===== config.mk =====
export PLATFORM = sky130hd
export DESIGN_NAME = service_slot_wait_queue
export DESIGN_NICKNAME = d
export VERILOG_FILES = /design/src/rtl/core/sswq_pkg.sv /design/src/rtl/core/service_slot_wait_queue.sv /design/src/rtl/core/sswq_dp.sv /design/src/rtl/core/sswq_ctrl.sv
export SDC_FILE = /design/constraint.sdc
export NUM_CORES = 1
export LEC_CHECK = 0
export ABC_AREA = 1
export BUFFER_PORTS_ARGS = -buffer_cell sky130_fd_sc_hd__buf_2
export CORE_ASPECT_RATIO = 0.5
export CORE_MARGIN = 2
export CORE_UTILIZATION = 35
export DETAILED_ROUTE_END_ITERATION = 10
export REMOVE_ABC_BUFFERS = 1
export SLEW_MARGIN = 20
export SYNTH_ARGS = -nofsm -noshare
export SYNTH_HDL_FRONTEND = slang
export SYNTH_HIERARCHICAL = 1
export SYNTH_SLANG_ARGS = --single-unit
export TNS_END_PERCENT = 50

===== constraint.sdc =====
create_clock -name clk -period 5.3 [get_ports clk]
set_input_delay 0.53 -clock clk [delete_from_list [all_inputs] [get_ports clk]]
set_output_delay 0.53 -clock clk [all_outputs]
set_load 0.02 [all_outputs]

===== src/rtl/core/sswq_pkg.sv =====
// sswq_pkg: shared constants, codes and controller/datapath structs
// for the service slot wait queue. No dependencies.
package sswq_pkg;

	localparam int QUEUE_DEPTH = 8;
	localparam int ID_BITS     = 16;
	localparam int IDX_W       = (QUEUE_DEPTH > 1) ? $clog2(QUEUE_DEPTH) : 1;
	localparam int CNT_W       = $clog2(QUEUE_DEPTH + 1);
	localparam int LIMIT_W     = 4;
	localparam int CMP_W       = (CNT_W > LIMIT_W) ? CNT_W : LIMIT_W;
	localparam int SESS_W      = 32;
	localparam int FUNC_W      = 3;
	localparam logic [LIMIT_W-1:0] LIMIT_RESET = LIMIT_W'(4);

	typedef enum logic [FUNC_W-1:0] {
		FN_ADD    = 3'd0,
		FN_REMOVE = 3'd1,
		FN_FINISH = 3'd2,
		FN_ON     = 3'd3,
		FN_OFF    = 3'd4
	} func_t;

	typedef enum logic [2:0] {
		OP_NONE,
		OP_START_NEW,
		OP_APPEND,
		OP_DELETE,
		OP_PROMOTE,
		OP_POWER_ON,
		OP_POWER_OFF
	} op_t;

	typedef struct packed {
		logic capture;
		logic search;
		op_t  op;
	} cmd_t;

	typedef struct packed {
		logic [FUNC_W-1:0] func;
		logic              found;
		logic              cur_match;
		logic              slot_busy;
		logic              q_empty;
		logic              q_room;
	} status_t;

endpackage


===== src/rtl/core/service_slot_wait_queue.sv =====
// service_slot_wait_queue: top level, one service slot with a bounded
// wait list keyed by client id. Depends on sswq_pkg, sswq_ctrl, sswq_dp.
//
// A command word (func, client_id) is taken at a rising edge with start high
// and busy low. busy stays high while the word is worked on. The result word
// shows on the result ports for exactly one cycle with done high; the
// receiver cannot stall, so nothing is held back. slot_busy, served_client,
// queued_count, powered and sessions_total give the state after the command.
// Each word passes capture, parallel compare of all queue cells and apply;
// a new command may be taken in the cycle that done is high. These steps are
// the controller's three states; deletion shifts all cells at once.
// wait_limit is to be written through wr_en/wr_data only while the block is
// idle; the block itself leaves this to the user. Values above the queue
// depth act as the depth.
// Reset: slot idle, queue empty, powered on, session count zero, limit four.
// Queue cells have no reset; only cells below the fill count are ever read.
module service_slot_wait_queue (
	input  logic                                clk,
	input  logic                                arst_n,
	input  logic                                start,
	output logic                                busy,
	input  logic [sswq_pkg::FUNC_W-1:0]         func,
	input  logic [sswq_pkg::ID_BITS-1:0]        client_id,
	input  logic                                wr_en,
	input  logic [sswq_pkg::LIMIT_W-1:0]        wr_data,
	output logic                                done,
	output logic                                accepted,
	output logic                                session_started,
	output logic                                slot_busy,
	output logic [sswq_pkg::ID_BITS-1:0]        served_client,
	output logic [sswq_pkg::CNT_W-1:0]          queued_count,
	output logic                                powered,
	output logic [sswq_pkg::SESS_W-1:0]         sessions_total
);

	sswq_pkg::cmd_t    cmd;
	sswq_pkg::status_t status;

	sswq_ctrl u_ctrl (
		.clk             (clk),
		.arst_n          (arst_n),
		.start           (start),
		.busy            (busy),
		.done            (done),
		.accepted        (accepted),
		.session_started (session_started),
		.status          (status),
		.cmd             (cmd)
	);

	sswq_dp u_dp (
		.clk            (clk),
		.arst_n         (arst_n),
		.cmd            (cmd),
		.status         (status),
		.func           (func),
		.client_id      (client_id),
		.wr_en          (wr_en),
		.wr_data        (wr_data),
		.slot_busy      (slot_busy),
		.served_client  (served_client),
		.queued_count   (queued_count),
		.powered        (powered),
		.sessions_total (sessions_total)
	);

endmodule


===== src/rtl/core/sswq_dp.sv =====
// sswq_dp: datapath of the service slot wait queue: slot, wait list cells,
// counters and the limit register. Depends on sswq_pkg.
module sswq_dp (
	input  logic                                clk,
	input  logic                                arst_n,
	input  sswq_pkg::cmd_t                      cmd,
	output sswq_pkg::status_t                   status,
	input  logic [sswq_pkg::FUNC_W-1:0]         func,
	input  logic [sswq_pkg::ID_BITS-1:0]        client_id,
	input  logic                                wr_en,
	input  logic [sswq_pkg::LIMIT_W-1:0]        wr_data,
	output logic                                slot_busy,
	output logic [sswq_pkg::ID_BITS-1:0]        served_client,
	output logic [sswq_pkg::CNT_W-1:0]          queued_count,
	output logic                                powered,
	output logic [sswq_pkg::SESS_W-1:0]         sessions_total
);

	logic [sswq_pkg::FUNC_W-1:0]  func_q;
	logic [sswq_pkg::ID_BITS-1:0] id_q;
	logic [sswq_pkg::ID_BITS-1:0] cur_q;
	logic                         busy_q;
	logic [sswq_pkg::CNT_W-1:0]   fill_q;
	logic                         power_q;
	logic [sswq_pkg::SESS_W-1:0]  sess_q;
	logic [sswq_pkg::LIMIT_W-1:0] limit_q;
	logic [sswq_pkg::ID_BITS-1:0] queue_q [sswq_pkg::QUEUE_DEPTH];
	logic [sswq_pkg::QUEUE_DEPTH-1:0] match_q;
	logic [sswq_pkg::QUEUE_DEPTH-1:0] match;
	logic [sswq_pkg::QUEUE_DEPTH-1:0] from_pos;
	logic [sswq_pkg::QUEUE_DEPTH-1:0] shift_sel;
	logic                         shift_en;

	// parallel compare lanes, one per queue cell
	always_comb begin
		for (int i = 0; i < sswq_pkg::QUEUE_DEPTH; i++) begin
			match[i] = (sswq_pkg::CNT_W'(i) < fill_q) && (queue_q[i] == id_q);
		end
	end

	// cells at and above the first match take their upper neighbor
	always_comb begin
		from_pos[0] = match_q[0];
		for (int i = 1; i < sswq_pkg::QUEUE_DEPTH; i++) begin
			from_pos[i] = from_pos[i-1] | match_q[i];
		end
	end

	always_comb begin
		shift_en  = (cmd.op == sswq_pkg::OP_DELETE) || (cmd.op == sswq_pkg::OP_PROMOTE);
		shift_sel = (cmd.op == sswq_pkg::OP_PROMOTE) ? '1 : from_pos;
	end

	always_ff @(posedge clk) begin
		if (cmd.capture) begin
			func_q <= func;
			id_q   <= client_id;
		end
		if (cmd.search) begin
			match_q <= match;
		end
		for (int i = 0; i < sswq_pkg::QUEUE_DEPTH - 1; i++) begin
			if (shift_en && shift_sel[i]) begin
				queue_q[i] <= queue_q[i+1];
			end
		end
		if (cmd.op == sswq_pkg::OP_APPEND) begin
			queue_q[fill_q[sswq_pkg::IDX_W-1:0]] <= id_q;
		end
	end

	always_ff @(posedge clk or negedge arst_n) begin
		if (!arst_n) begin
			cur_q   <= '0;
			busy_q  <= 1'b0;
			fill_q  <= '0;
			power_q <= 1'b1;
			sess_q  <= '0;
			limit_q <= sswq_pkg::LIMIT_RESET;
		end else begin
			if (wr_en) begin
				limit_q <= wr_data;
			end
			case (cmd.op)
				sswq_pkg::OP_START_NEW: begin
					cur_q  <= id_q;
					busy_q <= 1'b1;
					sess_q <= sess_q + 1'b1;
				end
				sswq_pkg::OP_APPEND: begin
					fill_q <= fill_q + 1'b1;
				end
				sswq_pkg::OP_DELETE: begin
					fill_q <= fill_q - 1'b1;
				end
				sswq_pkg::OP_PROMOTE: begin
					if (fill_q == '0) begin
						cur_q  <= '0;
						busy_q <= 1'b0;
					end else begin
						cur_q  <= queue_q[0];
						busy_q <= 1'b1;
						fill_q <= fill_q - 1'b1;
						sess_q <= sess_q + 1'b1;
					end
				end
				sswq_pkg::OP_POWER_ON:  power_q <= 1'b1;
				sswq_pkg::OP_POWER_OFF: power_q <= 1'b0;
				default: ;
			endcase
		end
	end

	always_comb begin
		status.func      = func_q;
		status.found     = |match_q;
		status.cur_match = (cur_q == id_q);
		status.slot_busy = busy_q;
		status.q_empty   = (fill_q == '0);
		// a limit above the depth acts as the depth
		status.q_room    = (sswq_pkg::CMP_W'(fill_q) < sswq_pkg::CMP_W'(limit_q))
			&& (sswq_pkg::CMP_W'(fill_q) < sswq_pkg::CMP_W'(sswq_pkg::QUEUE_DEPTH));
	end

	assign slot_busy      = busy_q;
	assign served_client  = busy_q ? cur_q : '0;
	assign queued_count   = fill_q;
	assign powered        = power_q;
	assign sessions_total = sess_q;

endmodule


===== src/rtl/core/sswq_ctrl.sv =====
// sswq_ctrl: controller state machine of the service slot wait queue;
// picks the datapath operation and raises the result strobe. Depends on sswq_pkg.
module sswq_ctrl (
	input  logic              clk,
	input  logic              arst_n,
	input  logic              start,
	output logic              busy,
	output logic              done,
	output logic              accepted,
	output logic              session_started,
	input  sswq_pkg::status_t status,
	output sswq_pkg::cmd_t    cmd
);

	typedef enum logic [1:0] {
		ST_IDLE,
		ST_LOOK,
		ST_APPLY
	} state_t;

	state_t state_q;
	logic   done_q;
	logic   ok_q;
	logic   started_q;
	logic   ok;
	logic   started;
	sswq_pkg::op_t op;

	// decision on the captured word and the searched queue
	always_comb begin
		op      = sswq_pkg::OP_NONE;
		ok      = 1'b0;
		started = 1'b0;
		case (status.func)
			sswq_pkg::FN_ADD: begin
				if (!status.slot_busy) begin
					op      = sswq_pkg::OP_START_NEW;
					ok      = 1'b1;
					started = 1'b1;
				end else if (status.q_room) begin
					op = sswq_pkg::OP_APPEND;
					ok = 1'b1;
				end
			end
			sswq_pkg::FN_REMOVE: begin
				// queue is checked before the slot
				if (status.found) begin
					op = sswq_pkg::OP_DELETE;
					ok = 1'b1;
				end else if (status.slot_busy && status.cur_match) begin
					op      = sswq_pkg::OP_PROMOTE;
					ok      = 1'b1;
					started = !status.q_empty;
				end
			end
			sswq_pkg::FN_FINISH: begin
				if (status.slot_busy) begin
					op      = sswq_pkg::OP_PROMOTE;
					ok      = 1'b1;
					started = !status.q_empty;
				end
			end
			sswq_pkg::FN_ON: begin
				op = sswq_pkg::OP_POWER_ON;
				ok = 1'b1;
			end
			sswq_pkg::FN_OFF: begin
				if (!status.slot_busy && status.q_empty) begin
					op = sswq_pkg::OP_POWER_OFF;
					ok = 1'b1;
				end
			end
			default: ;
		endcase
	end

	always_comb begin
		cmd.capture = (state_q == ST_IDLE) && start;
		cmd.search  = (state_q == ST_LOOK);
		cmd.op      = (state_q == ST_APPLY) ? op : sswq_pkg::OP_NONE;
	end

	always_ff @(posedge clk or negedge arst_n) begin
		if (!arst_n) begin
			state_q   <= ST_IDLE;
			done_q    <= 1'b0;
			ok_q      <= 1'b0;
			started_q <= 1'b0;
		end else begin
			done_q <= 1'b0;
			case (state_q)
				ST_IDLE: begin
					if (start) begin
						state_q <= ST_LOOK;
					end
				end
				ST_LOOK: begin
					state_q <= ST_APPLY;
				end
				ST_APPLY: begin
					state_q   <= ST_IDLE;
					done_q    <= 1'b1;
					ok_q      <= ok;
					started_q <= started;
				end
				default: state_q <= ST_IDLE;
			endcase
		end
	end

	assign busy            = (state_q != ST_IDLE);
	assign done            = done_q;
	assign accepted        = ok_q;
	assign session_started = started_q;

endmodule


==> qor.log, run 1 <==
qor: clocking.cts_post_setup_buffers_inserted 0
qor: timing.worst-slew-pin-transition 884 ps
qor: cells_and_area.finish.net_count 1,503
qor: setup_path.timing.critical_path.required 5530 ps
qor: global_routing.gr-total-overflow 0
qor: placed_design.finalWeightedCongestion 0.917
qor: synthesis.postSynth.topFlopCell edfxtp_1
qor: clocking.clkSlewWorstSetupHoldPaths 60 ps
qor: drt.drt-initial-drc-count 1,367
qor: clocking.clock_tree.root_cell clkbuf_16
qor: cells_and_area.sequential_cell_area 0.00623 sq mm
qor: floorplanning.start_util 0.360
qor: synthesis.synth.yosys.seq_area_share 0.519
qor: timing.final_slew_viol_count 0
qor: pwr.psw 1.71 mW
qor: synthesis.syn-mean-instance-area 8.69 sq um
qor: hold_path.worstHoldPathType in2reg
qor: drt.finalWirelength 36,800 microns
qor: hold_path.hold_path_startpoint client_id[3]
qor: floorplanning.dieArea 0.0359 sq mm
qor: setup_path.crit_path_end_kind register
qor: synthesis.synth_cells 1,382
qor: timing.rsz0062_at_grt false
qor: setup_path.rr_startpoint u_dp/id_q[9]
qor: clocking.cts_resized 0
qor: clocking.tritoncts yes
qor: clocking.cts_num_sinks 218
qor: pwr.total_leakage_power 5.89 nW
qor: setup_path.crit_path_start_kind register
qor: synthesis.synth_area_leader_cell edfxtp_1
qor: timing.clock-skew-final 21.1 ps
qor: pwr.power.share.sequential 0.443
qor: drt.wl_per_cell 19.1 microns
qor: cells_and_area.drive_gt1_frac 0.139
qor: synthesis.synth.area.top_cells edfxtp_1 39%, nand2_1 15%, dfrtp_1 13%
qor: cells_and_area.finish.cell_count_without_fillers 1,926
qor: pwr.proportion_of_power_drawn_by_combinational_gates 0.225
qor: drt.route.antenna.remaining_nets 0
qor: global_routing.grt_pass1_vias 9,250
qor: synthesis.number_of_synthesized_flops_with_an_enable_pin 155
qor: drt.detail_route.drc_violations 0
qor: setup_path.crit_fanout 21
qor: cells_and_area.filler_cell_count 3,412
qor: synthesis.synth_cell_type_count 45
qor: global_routing.grt_pass1_wl 55,400 microns
qor: floorplanning.die-width 266 microns
qor: global_routing.maximum_number_of_pins_on_one_net_before_global_route_repair 64
qor: placed_design.io_buffer_count 84
qor: timing.final.period_utilization 0.815
qor: floorplanning.ios 85
qor: synthesis.synth_area 0.0120 sq mm
qor: timing.final.setup.tns 0 ps
qor: clocking.tritoncts.num_buffers 23
qor: cells_and_area.num_antenna_cells 0
qor: timing.hold_violations 0
qor: timing.final_setup_violations 0
qor: global_routing.gr-usage-all-layers 0.204
qor: synthesis.synth.top_cell.area_share 0.387
qor: drt.detail_route.vias_per_cell 5.18
qor: synthesis.synth.ff_latch_count 218
qor: synthesis.synthArstFlopShare 0.289
qor: clocking.htreeDepth 1
qor: timing.achievable_clock_frequency 0.232 GHz
qor: drt.route.vias.total 9,979
qor: cells_and_area.multi_input_comb_area 0.00501 sq mm
qor: run.max-cap-violations 0
qor: floorplanning.floorplan.core_area 0.0334 sq mm
qor: setup_path.crit_type reg2reg
qor: timing.period_minus_slack 4320 ps
qor: floorplanning.row_cnt 47
qor: run_status.run_status completed
qor: setup_path.timing.critical_path.from u_dp/id_q[9]
qor: drt.drtPass1Iterations 6
qor: clocking.cts-hold-fix-buffers 0
qor: setup_path.worstPathArrival 4550 ps
qor: floorplanning.floorplan.die.height 135 microns
qor: clocking.worstSkewPairLatency 530 ps
qor: pwr.irDropWorstVdd 201 uV
qor: placed_design.detailedPlacementHpwl 26,600 microns
qor: pwr.power_switching_share 0.334
qor: pwr.clkPwrFrac 0.332
qor: pwr.power_report.internal_total 3.41 mW
qor: cells_and_area.layout-area-overhead-vs-synth 14.1%
qor: placed_design.dpl.cell_count 1,885
qor: timing.slew_headroom 0.407
qor: clocking.cts.path.max_buffers 3
qor: global_routing.initial_antenna_violation_count 0
qor: pwr.pwr_density_cell 373 mW/mm^2
qor: synthesis.ys.warnings.count 6
## state kept, by name (all words and copies together), names as in the netlist, 2 cells and up
signal	count
u_ctrl/state_q	2
u_dp/cur_q	16
u_dp/func_q	3
u_dp/id_q	16
u_dp/limit_q	4
u_dp/match_q	8
u_dp/queue_q	128
u_dp/queued_count	4
u_dp/sessions_total	32
## power groups by stage
stage,Clock [mW],Sequential (mW),Combinational (mW)
floorplan,0,2.27,0.701
global placement,0,2.30,1.13
detailed placement,0,2.30,1.14
CTS,1.73,2.27,1.15
global route,1.79,2.29,1.27
finish,1.70,2.27,1.15
## logic make-up after synthesis
family | count (synthesis) | share of synthesized area
and+or+nand+nor | 717 | 0.254
DFF | 218 | 0.519
buffers and inverters | 179 | 0.0651
AOI/OAI and AO/OA | 170 | 0.0873
xor gates and xnor gates | 90 | 0.0662
adders and majority gates | 7 | 0.00729
muxes | 1 | 0.000937
## final timing paths
check | slack (ps) | end | depth (start not counted)
worst min-delay path | 180 | u_dp/id_q[3] | 1
worst max-delay path | 980 | u_dp/queue_q[6][1] | 16
min in group asynchronous | 200 | u_dp/queued_count[2] | 2
worst min register to register | 460 | u_ctrl/done | 1
max in group asynchronous | 4540 | u_dp/sessions_total[1] | 2
worst max register to register | 980 | u_dp/queue_q[6][1] | 16
## per-stage QoR
step / hold WS [ps] / instance area (sq um) / utilization / total power, mW / setup slack [ps]
2_1_floorplan: 234 / 11700 / - / 2.97 / 743
6_report: 180 / 13700 / 0.410 / 5.12 / 982
4_1_cts: 157 / 13700 / 0.410 / 5.15 / 1020
5_1_grt: 159 / 13700 / 0.410 / 5.35 / 649
3_3_place_gp: 453 / 12900 / 0.387 / 3.43 / 1090
3_5_place_dp: 460 / 12900 / 0.387 / 3.44 / 1040
## area by class of cell
class                   instances  area share
clock buffers                  28      0.0441
repair buffers                113      0.0475
inverters                     128      0.0352
multi-input cells             985       0.366
clock inverters                13      0.0124
flip-flops and latches        218       0.455
well taps                     441      0.0403
## cell usage in the layout, fill, tap and decap left out, types with 2 or more instances in the layout
| cell type | n |
|---|---|
| a21oi_1 | 25 |
| buf_2 | 84 |
| buf_4 | 28 |
| bufinv_16 | 4 |
| clkbuf_1 | 4 |
| clkbuf_16 | 23 |
| clkinv_1 | 11 |
| clkinvlp_4 | 3 |
| dfrtp_1 | 61 |
| dfstp_2 | 2 |
| edfxtp_1 | 155 |
| ha_1 | 7 |
| inv_1 | 112 |
| inv_2 | 9 |
| nand2_1 | 475 |
| nand2_2 | 3 |
| nand2_4 | 2 |
| nand3_1 | 52 |
| nand3b_1 | 9 |
| nand4_1 | 25 |
| nor2_1 | 97 |
| nor2_2 | 8 |
| nor2_4 | 5 |
| nor3_1 | 28 |
| nor3_2 | 2 |
| o211ai_1 | 3 |
| o21ai_0 | 90 |
| o21ai_1 | 10 |
| o21ai_2 | 2 |
| o21ai_4 | 13 |
| o22ai_1 | 24 |
| or2_2 | 6 |
| xnor2_1 | 34 |
| xor2_1 | 55 |
## metal layers
metal	vias to the layer above	track usage	wire length, microns
met5	-	0	0
met4	0	0.0621	1130
met3	80	0.0419	3270
met2	469	0.318	16200
met1	4720	0.287	16200
li1	4710	-	-
## worst max-delay path: stages (launching register included)
cell and delay (ps):
edfxtp_1 610, clkinv_1 480, nand2_1 170, nand4_1 100, nor2_1 90, nand2_1 60, nor2_1 190, nand2_1 90
nor2_1 130, a21oi_1 80, a21oi_1 350, nand3_1 180, buf_4 240, nand2_1 350, o21ai_1 410, o21ai_1 230
buf_4 250
## synthesized netlist by cell type, drive strengths merged, types with 2 or more instances
master  number
nand3       53
buf         39
ha           7
nand4       26
clkbuf      12
o211ai       3
nor3        31
nand3b       9
a21oi       25
or2          6
xnor2       34
clkinv       6
o21ai      115
o22ai       24
edfxtp     155
xor2        56
nand2      481
dfstp        2
inv        122
nor2       111
dfrtp       61
Power figures use the tool's default switching activity.
==> run 2, diff against run 1 <==
==> constraint.sdc (replaced) <==
create_clock -name clk -period 3.7 [get_ports clk]
set_input_delay 0.37 -clock clk [delete_from_list [all_inputs] [get_ports clk]]
set_output_delay 0.37 -clock clk [all_outputs]
set_load 0.02 [all_outputs]
==> qor.log, run 2 (synthesis results as in run 1) <==
qor: clocking.clkSlewWorstSetupHoldPaths 70 ps
qor: drt.route.antenna.remaining_nets 0
qor: global_routing.maximum_number_of_pins_on_one_net_before_global_route_repair 37
qor: cells_and_area.layout-area-overhead-vs-synth 15.6%
qor: clocking.cts.path.max_buffers 3
qor: cells_and_area.largest_reg_flops 128
qor: timing.achievable_clock_frequency 0.295 GHz
qor: placed_design.io_buffer_count 84
qor: drt.finalWirelength 33,000 microns
qor: floorplanning.floorplan.die.height 135 microns
qor: pwr.proportion_of_power_drawn_by_combinational_gates 0.237
qor: setup_path.crit_type reg2reg
qor: cells_and_area.mostFrequentLayoutCells 475 x nand2_1, 155 x edfxtp_1, 112 x inv_1
qor: drt.detail_route.vias_per_cell 4.93
qor: timing.clock-skew-final 12.6 ps
qor: global_routing.grt_pass1_wl 50,900 microns
qor: floorplanning.ios 85
qor: drt.met3RoutedLength 1790 microns
qor: pwr.power_report.internal_total 4.93 mW
qor: floorplanning.start_util 0.360
qor: drt.detail_route.drc_violations 0
qor: global_routing.gr-total-overflow 0
qor: setup_path.worstPathArrival 3660 ps
qor: clocking.tritoncts.num_buffers 23
qor: hold_path.worstHoldPathType in2reg
qor: placed_design.dpl.cell_count 1,902
qor: cells_and_area.num_antenna_cells 0
qor: setup_path.crit_path_end_kind register
qor: floorplanning.row_cnt 47
qor: clocking.worstSkewPairLatency 530 ps
qor: timing.final.period_utilization 0.917
qor: pwr.pwr_density_cell 528 mW/mm^2
qor: floorplanning.die-width 266 microns
qor: cells_and_area.max_flop_register u_dp/queue_q
qor: setup_path.timing.critical_path.required 3970 ps
qor: floorplanning.dieArea 0.0359 sq mm
qor: timing.final_setup_violations 0
qor: floorplanning.floorplan.core_area 0.0334 sq mm
qor: timing.hold_violations 0
qor: placed_design.finalWeightedCongestion 0.898
qor: cells_and_area.finish.cell_count_without_fillers 1,948
qor: clocking.clock_tree.root_cell clkbuf_16
qor: timing.worst-slew-pin-transition 865 ps
qor: drt.wl_per_cell 16.9 microns
qor: run_status.run_status completed
qor: pwr.psw 2.40 mW
qor: timing.final_slew_viol_count 0
qor: drt.route.vias.total 9,596
qor: setup_path.crit_fanout 21
qor: pwr.irDropWorstVdd 301 uV
qor: clocking.cts_num_sinks 218
qor: placed_design.placed_cell_area 0.0131 sq mm
qor: cells_and_area.filler_cell_count 3,274
qor: drt.dr.max_layer_used met4
qor: drt.drt-met1-wl 15,300 microns
qor: global_routing.gr-usage-all-layers 0.184
qor: timing.period_minus_slack 3390 ps
qor: clocking.htreeDepth 1
qor: timing.rsz0062_at_grt false
qor: cells_and_area.finish.net_count 1,524
qor: setup_path.crit_path_start_kind register
qor: cells_and_area.mostFrequentLayoutCell nand2_1
qor: placed_design.detailedPlacementHpwl 24,800 microns
qor: cells_and_area.drive_gt1_frac 0.151
qor: global_routing.initial_antenna_violation_count 0
qor: drt.drtPass1Iterations 6
qor: clocking.tritoncts yes
qor: clocking.cts_resized 0
qor: timing.holdWs 16.3 ps
qor: cells_and_area.final_area 0.0139 sq mm
qor: pwr.power.share.sequential 0.430
qor: pwr.clkPwrFrac 0.333
qor: timing.slew_headroom 0.423
qor: global_routing.grt_pass1_vias 9,097
qor: drt.route.met2.wl 14,800 microns
qor: pwr.total_leakage_power 6.00 nW
qor: drt.drt-initial-drc-count 890
qor: pwr.power_switching_share 0.328
qor: run.max-cap-violations 0
==> run 2: layer usage <==
| layer | vias up | GRT usage |
|---|---|---|
| li1 | 4747 | - |
| met1 | 4491 | 0.253 |
| met2 | 292 | 0.298 |
| met3 | 66 | 0.0277 |
| met4 | 0 | 0.0649 |
| met5 | - | 0 |
==> run 2: per-stage QoR <==
stage	setup TNS, ps	power, mW	util	setup slack (ps)
3_3_place_gp	0	4.93	0.391	418
5_1_grt	0	7.68	0.416	32.0
2_1_floorplan	-56540	4.26	-	-857
4_1_cts	0	7.39	0.416	327
3_5_place_dp	0	4.94	0.391	345
6_report	0	7.34	0.416	308
==> run 2: layout make-up <==
type / instances / area [sq um] / area share
tap: 441 / 552 / 0.0397
clock buffer: 27 / 601 / 0.0432
multi-input combinational: 985 / 5010 / 0.361
timing repair buffer: 134 / 818 / 0.0589
clock inverter: 15 / 188 / 0.0135
inverter: 128 / 483 / 0.0348
sequential: 218 / 6230 / 0.449
==> run 2: worst max-delay path, cell delays in order (launching register included) <==
cell	delay, ps
dfrtp_1	500
inv_1	210
nand2_4	150
nor2_4	250
nand3_1	130
nor2_2	130
nand3b_1	120
nand2_1	50
inv_1	110
inv_2	70
nor3_2	370
inv_1	340
buf_12	270
nand2_1	120
o21ai_4	110
nand2_1	100
o21ai_0	90
==> run 2: power groups by stage <==
stage,combinational [mW],sequential [mW],clock (mW)
3_5_place_dp,1.73,3.21,0
5_1_grt,1.92,3.19,2.57
2_1_floorplan,1.00,3.26,0
4_1_cts,1.74,3.16,2.48
3_3_place_gp,1.73,3.20,0
6_report,1.74,3.16,2.44
==> run 2: final timing paths <==
| path | cells after the start | start | endpoint | slack [ps] |
|---|---|---|---|---|
| setup / recovery | 16 | u_dp/queued_count[3] | u_dp/queue_q[4][5] | 310 |
| hold reg to reg | 1 | u_ctrl/state_q[1] | u_ctrl/state_q[1] | 470 |
| min in group asynchronous | 2 | arst_n | u_dp/sessions_total[20] | 500 |
| hold / removal | 1 | func[1] | u_dp/func_q[1] | 20 |
| max in group asynchronous | 3 | arst_n | u_dp/cur_q[14] | 2280 |
| setup reg to reg | 16 | u_dp/queued_count[3] | u_dp/queue_q[4][5] | 310 |
==> run 2: what timing repair did <==
action / CTS / global route
hold endpoints to repair: 36 / 0
buffers inserted: 0 / 0
hold buffers: 4 / 0
==> run 3, diff against run 2 <==
--- a/config.mk
+++ b/config.mk
@@ -7,7 +7,7 @@
 export LEC_CHECK = 0
 export ABC_AREA = 1
 export BUFFER_PORTS_ARGS = -buffer_cell sky130_fd_sc_hd__buf_2
-export CORE_ASPECT_RATIO = 0.5
+export CORE_ASPECT_RATIO = 1.5
 export CORE_MARGIN = 2
 export CORE_UTILIZATION = 35
 export DETAILED_ROUTE_END_ITERATION = 10
==> qor.log, run 3 (synthesis results as in run 1) <==
qor: drt.finalWirelength 38,700 microns
qor: timing.final_setup_violations 0
qor: clocking.cts.path.max_buffers 3
qor: placed_design.detailedPlacementHpwl 29,000 microns
qor: floorplanning.dieArea 0.0359 sq mm
qor: global_routing.gr-total-overflow 0
qor: drt.detail_route.vias_per_cell 5.17
qor: cells_and_area.mostFrequentLayoutCell nand2_1
qor: pwr.pwr_density_cell 532 mW/mm^2
qor: floorplanning.floorplan.core_area 0.0341 sq mm
qor: pwr.power_report.internal_total 4.83 mW
qor: drt.route.antenna.remaining_nets 0
qor: setup_path.crit_fanout 30
qor: clocking.cts_num_sinks 218
qor: setup_path.crit_path_start_kind register
qor: timing.hold_violations 0
qor: pwr.total_leakage_power 5.99 nW
qor: setup_path.crit_type reg2reg
qor: setup_path.critical_path.cell_chain inv_1, or2_2, nand3_1, nor3_1, nand2_1, nor2_1, nand2_1, nor2_1, a21oi_1, a21oi_2, nor3_2, buf_4, inv_1, buf_12, nand2_1, o21ai_4, nand2_1, o21ai_0
qor: placed_design.placed_cell_area 0.0130 sq mm
qor: timing.period_minus_slack 3390 ps
qor: floorplanning.start_util 0.353
qor: setup_path.crit_path_end_kind register
qor: placed_design.preCtsSetupSlack 229 ps
qor: setup_path.timing.reg2reg.setup_slack 310 ps
qor: clocking.cts_post_setup_buffers_inserted 0
qor: cells_and_area.filler_cell_count 3,387
qor: floorplanning.die-width 155 microns
qor: placed_design.finalWeightedCongestion 0.909
qor: run_status.run_status completed
qor: global_routing.grt_pass1_wl 58,700 microns
qor: timing.clock-skew-final 15.0 ps
qor: run.max-cap-violations 0
qor: clocking.tritoncts yes
qor: timing.finalWorstSetupSlack 308 ps
qor: cells_and_area.drive_gt1_frac 0.149
qor: timing.worst-slew-pin-transition 725 ps
qor: cells_and_area.max_flop_register u_dp/queue_q
qor: timing.achievable_clock_frequency 0.295 GHz
qor: hold_path.number_of_cells_on_the_worst_hold_path 1
qor: clocking.clkSlewWorstSetupHoldPaths 60 ps
qor: timing.final.period_utilization 0.917
qor: placed_design.io_buffer_count 84
qor: cells_and_area.mostFrequentLayoutCells 474 x nand2_1, 155 x edfxtp_1, 112 x inv_1
qor: cells_and_area.final_area 0.0138 sq mm
qor: setup_path.cpPeakStageDelay 400 ps
qor: hold_path.worstHoldPathType in2reg
qor: clocking.worstSkewPairLatency 550 ps
qor: setup_path.crit_slowest_cell edfxtp_1
qor: cells_and_area.largest_reg_flops 128
qor: pwr.irDropWorstVdd 239 uV
qor: clocking.tritoncts.num_buffers 24
qor: pwr.power.share.sequential 0.429
qor: cells_and_area.finish.utilization 0.406
qor: drt.drtPass1Iterations 5
qor: floorplanning.floorplan.die.height 231 microns
qor: cells_and_area.finish.net_count 1,525
qor: timing.slew_headroom 0.514
qor: drt.wl_per_cell 20.0 microns
qor: cells_and_area.multi_input_comb_area 0.00501 sq mm
qor: pwr.power_switching_share 0.344
qor: pwr.clkPwrFrac 0.317
qor: timing.rsz0062_at_grt false
qor: drt.route.vias.total 9,996
qor: drt.drt-initial-drc-count 793
qor: global_routing.grt_pass1_vias 10,126
qor: global_routing.initial_antenna_violation_count 0
qor: setup_path.cp_common_cell nand2_1
qor: global_routing.maximum_number_of_pins_on_one_net_before_global_route_repair 47
qor: cells_and_area.sequential_cell_area 0.00623 sq mm
qor: floorplanning.ios 85
qor: setup_path.timing.critical_path.required 3980 ps
qor: floorplanning.row_cnt 83
qor: pwr.psw 2.53 mW
qor: setup_path.r2r.worst_path.cells 18
qor: pwr.proportion_of_power_drawn_by_combinational_gates 0.253
qor: drt.detail_route.drc_violations 0
qor: setup_path.worstPathArrival 3670 ps
qor: cells_and_area.layout-area-overhead-vs-synth 15.2%
qor: clocking.clock_tree.root_cell clkbuf_16
qor: global_routing.gr-usage-all-layers 0.217
qor: clocking.htreeDepth 1
qor: cells_and_area.num_antenna_cells 0
qor: timing.final_slew_viol_count 0
==> run 3: cell count changes in the layout (fill, tap and decap cells not counted), moves of 2 or more <==
cell,change
inv_6,-2
clkbuf_1,+6
clkbuf_16,+2
bufinv_16,-4
clkbuf_8,+3
==> run 3: timing repair <==
| item | CTS | global route |
|---|---|---|
| gates resized for setup | 0 | 2 |
| setup endpoints to repair | 0 | 90 |
| endpoints found under the hold margin | 21 | 0 |
| hold buffers | 5 | 0 |
==> run 3: cell type report <==
class                   count  area share
flip-flops and latches    218       0.450
multi-input cells         985       0.362
repair buffers            134      0.0593
clock buffers              38      0.0516
well taps                 425      0.0384
inverters                 128      0.0349
clock inverters             6     0.00298
==> run 3: metal layers <==
layer / GRT usage / vias to the layer above / routed length, microns
li1: - / 4740 / -
met1: 0.225 / 4772 / 13500
met2: 0.402 / 351 / 20100
met3: 0.0287 / 133 / 2060
met4: 0.148 / 0 / 2990
met5: 0 / - / 0
==> run 3: power by group through the flow <==
stage / clock, mW / combinational [mW] / sequential, mW
global route: 2.46 / 2.04 / 3.19
global placement: 0 / 1.84 / 3.20
finish: 2.34 / 1.86 / 3.16
detailed placement: 0 / 1.86 / 3.21
floorplan: 0 / 1.00 / 3.26
CTS: 2.37 / 1.87 / 3.16
==> run 3: per-stage QoR <==
step / hold WS, ps / instances / setup TNS, ps / power [mW]
6_report: 8.62 / 1934 / 0 / 7.36
5_1_grt: 2.33 / 1934 / 0 / 7.68
4_1_cts: 0.900 / 1934 / 0 / 7.41
3_5_place_dp: 336 / 1885 / 0 / 5.07
3_3_place_gp: 342 / 1885 / 0 / 5.04
2_1_floorplan: 74.4 / 1331 / -56540 / 4.26
==> run 3: worst paths after layout <==
path / start / to
min in group asynchronous: arst_n / u_dp/cur_q[8]
setup / recovery: u_dp/id_q[7] / u_dp/queue_q[4][11]
hold / removal: client_id[8] / u_dp/id_q[8]
hold reg to reg: u_ctrl/session_started / u_ctrl/session_started
max in group asynchronous: arst_n / u_dp/sessions_total[20]
setup reg to reg: u_dp/id_q[7] / u_dp/queue_q[4][11]
==> run 3: worst max-delay path, delay by kind of cell, from the launching register on <==
kind	cells	cell delay, ps
DFF	1	400
AOI/OAI and AO/OA	4	730
and+or+nand+nor	10	1320
buffers and inverters	4	640
